`src/hdl/bcc_pkg.sv`:
```
// ----------------------------------------------------------------------------
// bcc_pkg
// Types and constants shared by the button click classifier.
// ----------------------------------------------------------------------------
`default_nettype none

package bcc_pkg;

	localparam int unsigned MS_W   = 16;
	localparam int unsigned CFG_IW = 2;

	localparam logic [MS_W-1:0] MS_CAP = {MS_W{1'b1}};

	localparam logic [MS_W-1:0] DEBOUNCE_RST     = 16'd20;
	localparam logic [MS_W-1:0] LONG_PRESS_RST   = 16'd1000;
	localparam logic [MS_W-1:0] SINGLE_WINDOW_RST = 16'd300;

	localparam logic [CFG_IW-1:0] CFG_DEBOUNCE      = 2'd0;
	localparam logic [CFG_IW-1:0] CFG_LONG_PRESS    = 2'd1;
	localparam logic [CFG_IW-1:0] CFG_SINGLE_WINDOW = 2'd2;

	typedef enum logic [2:0] {
		ST_RELEASED = 3'd0,
		ST_PUSHED   = 3'd1,
		ST_LONG     = 3'd2,
		ST_DOUBLE   = 3'd3,
		ST_INTER    = 3'd4
	} status_t;

	typedef enum logic [1:0] {
		ACT_NONE   = 2'd0,
		ACT_SINGLE = 2'd1,
		ACT_DOUBLE = 2'd2,
		ACT_LONG   = 2'd3
	} action_t;

endpackage

`default_nettype wire

```
`src/hdl/button_click_classifier.sv`:
```
// A transfer accepted into the input register moves on to the result register, which drives the outputs.
// Throughput: one tick item per clock unless out_stall holds a result; the input register and result register
// form a two-stage pipe, and the result register alone gates the flow.
// Reset: arst_n clears status to released, stable count and last pressed flag to zero,
// and loads the windows with 20, 1000 and 300 ms.
// ----------------------------------------------------------------------------
// button_click_classifier
// Debounces a millisecond-sampled button pin and reports single click,
// double click and long press, one action code per tick.
// ----------------------------------------------------------------------------
`default_nettype none

module button_click_classifier (
	input  wire logic                        clk,
	input  wire logic                        arst_n,
	input  wire logic                        cfg_wr_en,
	input  wire logic [bcc_pkg::CFG_IW-1:0]  cfg_index,
	input  wire logic [bcc_pkg::MS_W-1:0]    cfg_data,
	input  wire logic                        in_valid,
	output logic                             in_stall,
	input  wire logic                        pin_level,
	output logic                             out_valid,
	input  wire logic                        out_stall,
	output logic [1:0]                       action_code
);

	logic [bcc_pkg::MS_W-1:0] debounce_q;
	logic [bcc_pkg::MS_W-1:0] long_press_q;
	logic [bcc_pkg::MS_W-1:0] single_window_q;

	logic                     valid_s1;
	logic                     pin_s1;
	logic                     valid_s2;
	bcc_pkg::action_t         action_s2;

	bcc_pkg::status_t         status_q;
	bcc_pkg::status_t         status_nxt;
	logic [bcc_pkg::MS_W-1:0] stable_q;
	logic [bcc_pkg::MS_W-1:0] stable_nxt;
	logic                     last_pressed_q;
	logic                     pressed;
	bcc_pkg::action_t         action_nxt;

	logic                     load_s2;
	logic                     gt_debounce;
	logic                     gt_long;
	logic                     gt_single;

	always_ff @(posedge clk or negedge arst_n) begin
		if (!arst_n) begin
			debounce_q      <= bcc_pkg::DEBOUNCE_RST;
			long_press_q    <= bcc_pkg::LONG_PRESS_RST;
			single_window_q <= bcc_pkg::SINGLE_WINDOW_RST;
		end else if (cfg_wr_en) begin
			unique case (cfg_index)
				bcc_pkg::CFG_DEBOUNCE:      debounce_q      <= cfg_data;
				bcc_pkg::CFG_LONG_PRESS:    long_press_q    <= cfg_data;
				bcc_pkg::CFG_SINGLE_WINDOW: single_window_q <= cfg_data;
				default: ;
			endcase
		end
	end

	assign load_s2   = !valid_s2 || !out_stall;
	assign in_stall  = valid_s1 && !load_s2;

	// stage 1: hold the raw sample
	always_ff @(posedge clk or negedge arst_n) begin
		if (!arst_n) begin
			valid_s1 <= 1'b0;
		end else if (!in_stall) begin
			valid_s1 <= in_valid;
		end
	end

	always_ff @(posedge clk) begin
		if (in_valid && !in_stall) begin
			pin_s1 <= pin_level;
		end
	end

	assign pressed    = !pin_s1;
	assign stable_nxt = (pressed != last_pressed_q) ? '0 :
		(stable_q == bcc_pkg::MS_CAP) ? stable_q : stable_q + 1'b1;

	assign gt_debounce = stable_nxt > debounce_q;
	assign gt_long     = stable_nxt > long_press_q;
	assign gt_single   = stable_nxt > single_window_q;

	always_comb begin
		status_nxt = status_q;
		unique case (status_q)
			bcc_pkg::ST_RELEASED: begin
				if (pressed && gt_debounce) status_nxt = bcc_pkg::ST_PUSHED;
			end
			bcc_pkg::ST_PUSHED: begin
				if (!pressed)     status_nxt = bcc_pkg::ST_INTER;
				else if (gt_long) status_nxt = bcc_pkg::ST_LONG;
			end
			bcc_pkg::ST_LONG,
			bcc_pkg::ST_DOUBLE: begin
				if (!pressed) status_nxt = bcc_pkg::ST_RELEASED;
			end
			bcc_pkg::ST_INTER: begin
				if (!pressed && gt_single)       status_nxt = bcc_pkg::ST_RELEASED;
				else if (pressed && gt_debounce) status_nxt = bcc_pkg::ST_DOUBLE;
			end
			default: status_nxt = bcc_pkg::ST_RELEASED;
		endcase
	end

	always_comb begin
		action_nxt = bcc_pkg::ACT_NONE;
		unique case (status_q)
			bcc_pkg::ST_PUSHED: begin
				if (pressed && gt_long) action_nxt = bcc_pkg::ACT_LONG;
			end
			bcc_pkg::ST_INTER: begin
				if (!pressed && gt_single)       action_nxt = bcc_pkg::ACT_SINGLE;
				else if (pressed && gt_debounce) action_nxt = bcc_pkg::ACT_DOUBLE;
			end
			default: action_nxt = bcc_pkg::ACT_NONE;
		endcase
	end

	// advance state only when the stage-1 item moves into the result register
	always_ff @(posedge clk or negedge arst_n) begin
		if (!arst_n) begin
			status_q       <= bcc_pkg::ST_RELEASED;
			stable_q       <= '0;
			last_pressed_q <= 1'b0;
		end else if (valid_s1 && load_s2) begin
			status_q       <= status_nxt;
			stable_q       <= stable_nxt;
			last_pressed_q <= pressed;
		end
	end

	always_ff @(posedge clk or negedge arst_n) begin
		if (!arst_n) begin
			valid_s2 <= 1'b0;
		end else if (load_s2) begin
			valid_s2 <= valid_s1;
		end
	end

	always_ff @(posedge clk) begin
		if (valid_s1 && load_s2) begin
			action_s2 <= action_nxt;
		end
	end

	assign out_valid   = valid_s2;
	assign action_code = action_s2;

endmodule

`default_nettype wire

```
`config.mk`:
```
export PLATFORM = sky130hd
export DESIGN_NAME = button_click_classifier
export DESIGN_NICKNAME = d
export VERILOG_FILES = /design/src/hdl/bcc_pkg.sv /design/src/hdl/button_click_classifier.sv
export SDC_FILE = /design/constraint.sdc
export NUM_CORES = 1
export LEC_CHECK = 0
export ABC_AREA = 1
export ABC_CLOCK_PERIOD_IN_PS = 3700
export BUFFER_PORTS_ARGS = -buffer_cell sky130_fd_sc_hd__buf_2
export CAP_MARGIN = 20
export CORE_ASPECT_RATIO = 1.25
export CORE_MARGIN = 4
export CORE_UTILIZATION = 28
export DETAILED_ROUTE_END_ITERATION = 8
export GPL_ROUTABILITY_DRIVEN = 0
export GPL_TIMING_DRIVEN = 0
export PLACE_DENSITY = 0.47
export SLEW_MARGIN = 25
export SYNTH_ARGS = -nofsm -noshare
export SYNTH_HDL_FRONTEND = slang
export SYNTH_SLANG_ARGS = --single-unit
```
`constraint.sdc`:
```
create_clock -name clk -period 3.7 [get_ports clk]
set_input_delay 0.555 -clock clk [delete_from_list [all_inputs] [get_ports clk]]
set_output_delay 0.555 -clock clk [all_outputs]
set_load 0.03 [all_outputs]
```
Word-level counts from Yosys, hierarchy flattened. Cells that the tools add are included.

Output and inout bits: 4. Register bits after elaboration: 73. Input bits: 24. Word-level logic and storage cells: 58.

Multiplexer cells: 13. Magnitude comparators: 3. Add/subtract/negate cells: 1. Equality and inequality tests: 12. Reductions and logical operators: 19.

Operator list (count): greater-than comparator 16 bit (3); 2-to-1 mux 16 bit (2); 2-to-1 mux 3 bit (6); adder 16 x 1 -> 16 bit, second input constant (1); == test 16 bit, second input constant (1); case mux 3 bit (4 select lines) (1); == test 3 x 2 -> 1 bit, second input constant (2); logical AND 1 bit (6); 2-to-1 mux 2 bit (3); inequality test 3 bit, second input constant (2); AND reduction 2 bit (3); zero test 1 bit (5); AND reduction 5 bit (1); inequality test 2 bit, second input constant (2); case mux 2 bit (2 select lines) (1); == test 3 x 1 -> 1 bit, second input constant (1); == test 3 bit, second input constant (1); zero test 3 bit (1); == test 2 x 1 -> 1 bit, second input constant (1); == test 2 bit, second input constant (1); zero test 2 bit (1); OR reduction 2 bit (1); logical OR 1 bit (1); inequality test 1 bit (1).

Depth between registers and ports, before layout.
Depth after elaboration: 8. Gate-level depth with buffers: 24. Depth with buffers taken out: 24.

Worst setup path after synthesis. No wires, ideal clock.

Path type: register -> register. Start: register stable_q[0] (netlist bit). End: register status_q[2]. Data required time: 3583 ps. Period minus slack after synthesis: 2717 ps. Setup time: 117 ps. Arrival time: 2600 ps. Setup slack: 983 ps. Cell stages (with the launch flop): 25. Buffers on the path: 0. Cell sequence: dfrtp_1 ha_1 nand2_1 nor2_1 nand2_2 nor2_4 nand2_4 inv_1 or2_2 o211ai_1 inv_1 ha_1 nand2_1 nand2_1 nand2_1 nand2_1 nand2_1 nand2_1 nand2_1 nand2_1 nand2_1 a21oi_1 nand2_1 nand2_1 nand2_1.

Longest elaborated chain between the ends: 7. Elaborated cells between the ends (all ways): 15. Classes of those cells: add/sub (1); order compare (3); eq/ne (4); mux (4); reduce/logical (3).

Ends and longest elaborated chain: from (decl) (line button_click_classifier.sv:38) `logic [bcc_pkg::MS_W-1:0] stable_q;`; from (signal assigned) (line button_click_classifier.sv:134) `stable_q <= stable_nxt;`; adder 16 x 1 -> 16 bit / == test 16 bit (equally long branches) (line button_click_classifier.sv:84) `(stable_q == bcc_pkg::MS_CAP) ? stable_q : stable_q + 1'b1;`; 2-to-1 mux 16 bit (*) (line button_click_classifier.sv:84); 2-to-1 mux 16 bit (*) (line button_click_classifier.sv:83) `assign stable_nxt = (pressed != last_pressed_q) ? '0 :`; named net stable_nxt, one bit (line button_click_classifier.sv:39) `logic [bcc_pkg::MS_W-1:0] stable_nxt;`; greater-than comparator 16 bit (on tied branches) (line button_click_classifier.sv:86, button_click_classifier.sv:88); logical AND 1 bit (on tied branches) (line button_click_classifier.sv:94, button_click_classifier.sv:106, button_click_classifier.sv:105); inequality test 3 bit (no source line) (tied with other cells); AND reduction 5 bit (no source line) / case mux 3 bit (4 select lines) (equally long branches); to (signal assigned) (line button_click_classifier.sv:129) `status_q <= bcc_pkg::ST_RELEASED;`; to (signal assigned) (line button_click_classifier.sv:133) `status_q <= status_nxt;`; to (decl) (line button_click_classifier.sv:36) `bcc_pkg::status_t status_q;`.

Mark *: on every way through the listed nets, which the timed path passes. The rest lies on a longest branch. A chain may end at the register's enable or synchronous reset.

Final worst setup path.
Start: register stable_q[0] (netlist bit). End: register status_q[1].

The elaborated chain is that of the path after synthesis.

==> metrics.txt <==
vias per cell 4.44; Worst path most repeated cell nand2_1; critical path's slowest cell dfrtp_1; R2R setup slack 490 ps; Required @ worst endpoint 3920 ps; cell family with most CP delay simple AND/OR/NAND/NOR gates; total of max-cap violations 0; mux cell area share after synthesis 0; reg2reg end status_q[1]; leading area contributor after synthesis dfrtp_1; Initial DRC Count 128; Post-DRT Antenna Nets 0; Non-Filler Instances 862; count leader, synth nand2_1; Synth Area in XOR/XNOR 0.00925; post-layout min period 3210 ps; most frequent cells after synthesis 162 x nand2_1, 111 x inv_1, 62 x o21ai_0; synthesized flop and latch total 73; core area 16100 sq um; clk slew on worst S/H paths 60 ps; Pwr per Cell Area about 470 nW/um^2; Post-synth top flop dfrtp_1; first-pass GRT wire length 19800 um; Worst Max-Slew Pin Slew 657 ps; max frequency 0.311 GHz; Net Count, Synth 675; DP HPWL 9320 um; CTS tree built; Worst VDD drop 0.158 mV; static leakage roughly 2.8 nW; Crit Path Category register to register; Worst Slack Setup Final 486 ps; antenna violations before repair 0; Cell Area, Synth 4600 sq um; kind of end point of the critical path register; Min-Delay Path Class input port to async pin; Async S/R FF share, synth 0.959; Max-slew headroom 0.562; post-CTS setup buffers 0; Adder-Cell Fraction of Synth Area 0.133; Fin Clk Skew just over 10 ps; max-slew violations 0; RR Startpoint stable_q[0]; Worst setup startpoint stable_q[0]; final hold vios 0; final WL 11800 um; Global Route Usage Sum 0.138; CTS max path bufs 2; sequential fraction of the synthesis area 0.404; H-tree depth 3; status finished, final reports clean; CTS resizes 0; main combinational cell family by area after synthesis simple AND/OR/NAND/NOR gates; pin count of the biggest net entering global routing 51; layout cells sized above 1 0.113; Area contributors post-synth dfrtp_1 32%, ha_1 13%, nand2_1 13%; Reg2Reg Depth 24; Worst setup SP type register; # IOs 28; top cell type's share of synthesized area 0.315; PortBufs 27; DRT Pass-1 Iters 4; number of enable flip-flop cells after synthesis 3; final worst-path cycle share 0.869; Site Rows 52; Worst-Skew Late Latency 330 ps; Worst EP arrival around 3400 ps; Setup TNS Final 0 ps; Synth Area in Simple Gates 0.225; Initial Utilization 0.285; Synth cell types 37; Post-Synthesis Cells 602; number of global-route vias before repair about 3900; crit-path max FO 6; Finish-stage setup viols 0; end point of the critical path status_q[1]; Final #Nets just over 700; Die Footprint 18600 sq um; Overflow after GRT 0; synth warn 0; CP Buf/Inv Count 2; Chip Width between 100 and 150 um; die span in y 151 um; max incr delay on CP 420 ps; synthesized area per cell roughly 7.6 sq um; Vias 3830; pre-CTS setup slack between 400 and 500 ps; cts hold-fix bufs 0; DRC Markers 0; dpl cells 846; ANT cells 0; Synth-to-Final Area Change 15.7%; clk sinks 73; RSZ-0062 raised after global routing no; root buffer cell clkbuf_16; worst path cell trace ha_1, nand2_1, nor2_1, nand2_2, nor2_4, nand2_4, inv_1, or2_2, o211ai_1, inv_1, ha_1, nand2_1, nand2_1, nand2_1, nand2_1, nand2_1, nand2_1, nand2_1, nand2_1, nand2_1, a21oi_1, nand2_1, nand2_1, nand2_1; cts bufs inserted 9; DR WL/cell 13.7 um; Levels on crit path 24; compound-gate portion of the synthesized area 0.123
[worst min-delay path by stage]
| stage | cells past startpoint | endpoint | from |
|---|---|---|---|
| final | 1 | debounce_q[5] | arst_n |
| after global routing | 1 | debounce_q[5] | arst_n |
| after CTS | 1 | debounce_q[5] | arst_n |
| after detailed placement | 2 | stable_q[15] | stable_q[15] |
| after global placement | 2 | long_press_q[15] | long_press_q[15] |
| after floorplan | 0 | debounce_q[0] | arst_n |
[cells in the final DEF, fill, tap and decap left out, types with 2 or more instances in the layout]
| cell type | synthesis | routed |
|---|---|---|
| a21o_1 | 2 | 2 |
| a21oi_1 | 23 | 23 |
| buf_2 | 1 | 27 |
| clkbuf_1 | 11 | 12 |
| clkbuf_16 | 0 | 9 |
| clkinv_1 | 1 | 4 |
| dfrtp_1 | 58 | 58 |
| dfstp_2 | 12 | 12 |
| edfxtp_1 | 3 | 3 |
| ha_1 | 49 | 49 |
| inv_1 | 111 | 111 |
| inv_2 | 2 | 2 |
| nand2_1 | 162 | 162 |
| nand2_2 | 2 | 2 |
| nand3_1 | 23 | 23 |
| nand3_2 | 2 | 2 |
| nand4_1 | 6 | 6 |
| nor2_1 | 31 | 31 |
| nor2_4 | 2 | 2 |
| nor3_1 | 5 | 5 |
| nor3_2 | 3 | 3 |
| o21ai_0 | 62 | 62 |
| o21ai_1 | 15 | 15 |
| xnor2_1 | 2 | 2 |
[per-layer routing]
layer,GRT usage,up-vias,routed length (um)
li1,-,1985,-
met1,0.161,1793,5030
met2,0.254,36,6330
met3,0.0168,16,209
met4,0.0532,0,253
met5,0,-,0
[flip-flops by register name (all words and copies together) (netlist names)]
signal and count:
last_pressed_q 1, action_code 2, pin_s1 1, debounce_q 16, long_press_q 16, single_window_q 16, valid_s1 1, out_valid 1
stable_q 16, status_q 3
[stage by stage]
step / cell area [sq um] / hold slack, ps / power (mW) / utilization
floorplan: 4600 / 259 / 1.46 / -
global placement: 5010 / 473 / 1.64 / 0.310
detailed placement: 5040 / 470 / 1.65 / 0.312
CTS: 5320 / 119 / 2.52 / 0.330
global route: 5320 / 135 / 2.69 / 0.330
finish: 5320 / 116 / 2.49 / 0.330
[area by class of cell]
type | count | area (sq um)
well taps | 216 | 270
flip-flops and latches | 73 | 1860
inverters | 114 | 428
clock buffers | 10 | 229
multi-input cells | 402 | 2260
clock inverters | 6 | 57.6
plain buffers | 13 | 57.6
fillers | 1789 | 10800
repair buffers | 28 | 165
[logic make-up after synthesis]
kind of cell             after synthesis
AO/OA/AOI/OAI                        108
buffers and inverters                127
XOR/XNOR                               4
flip-flops                            73
adder cells (fa/ha/maj)               49
AND/OR/NAND/NOR                      241
[power breakdown]
group	internal, mW	leakage [nW]	switching (mW)
combinational	0.221	1.79	0.387
clock	0.518	0.136	0.340
sequential	0.938	0.900	0.0815
total	1.68	2.83	0.809
(Power assumes the default switching activity.)
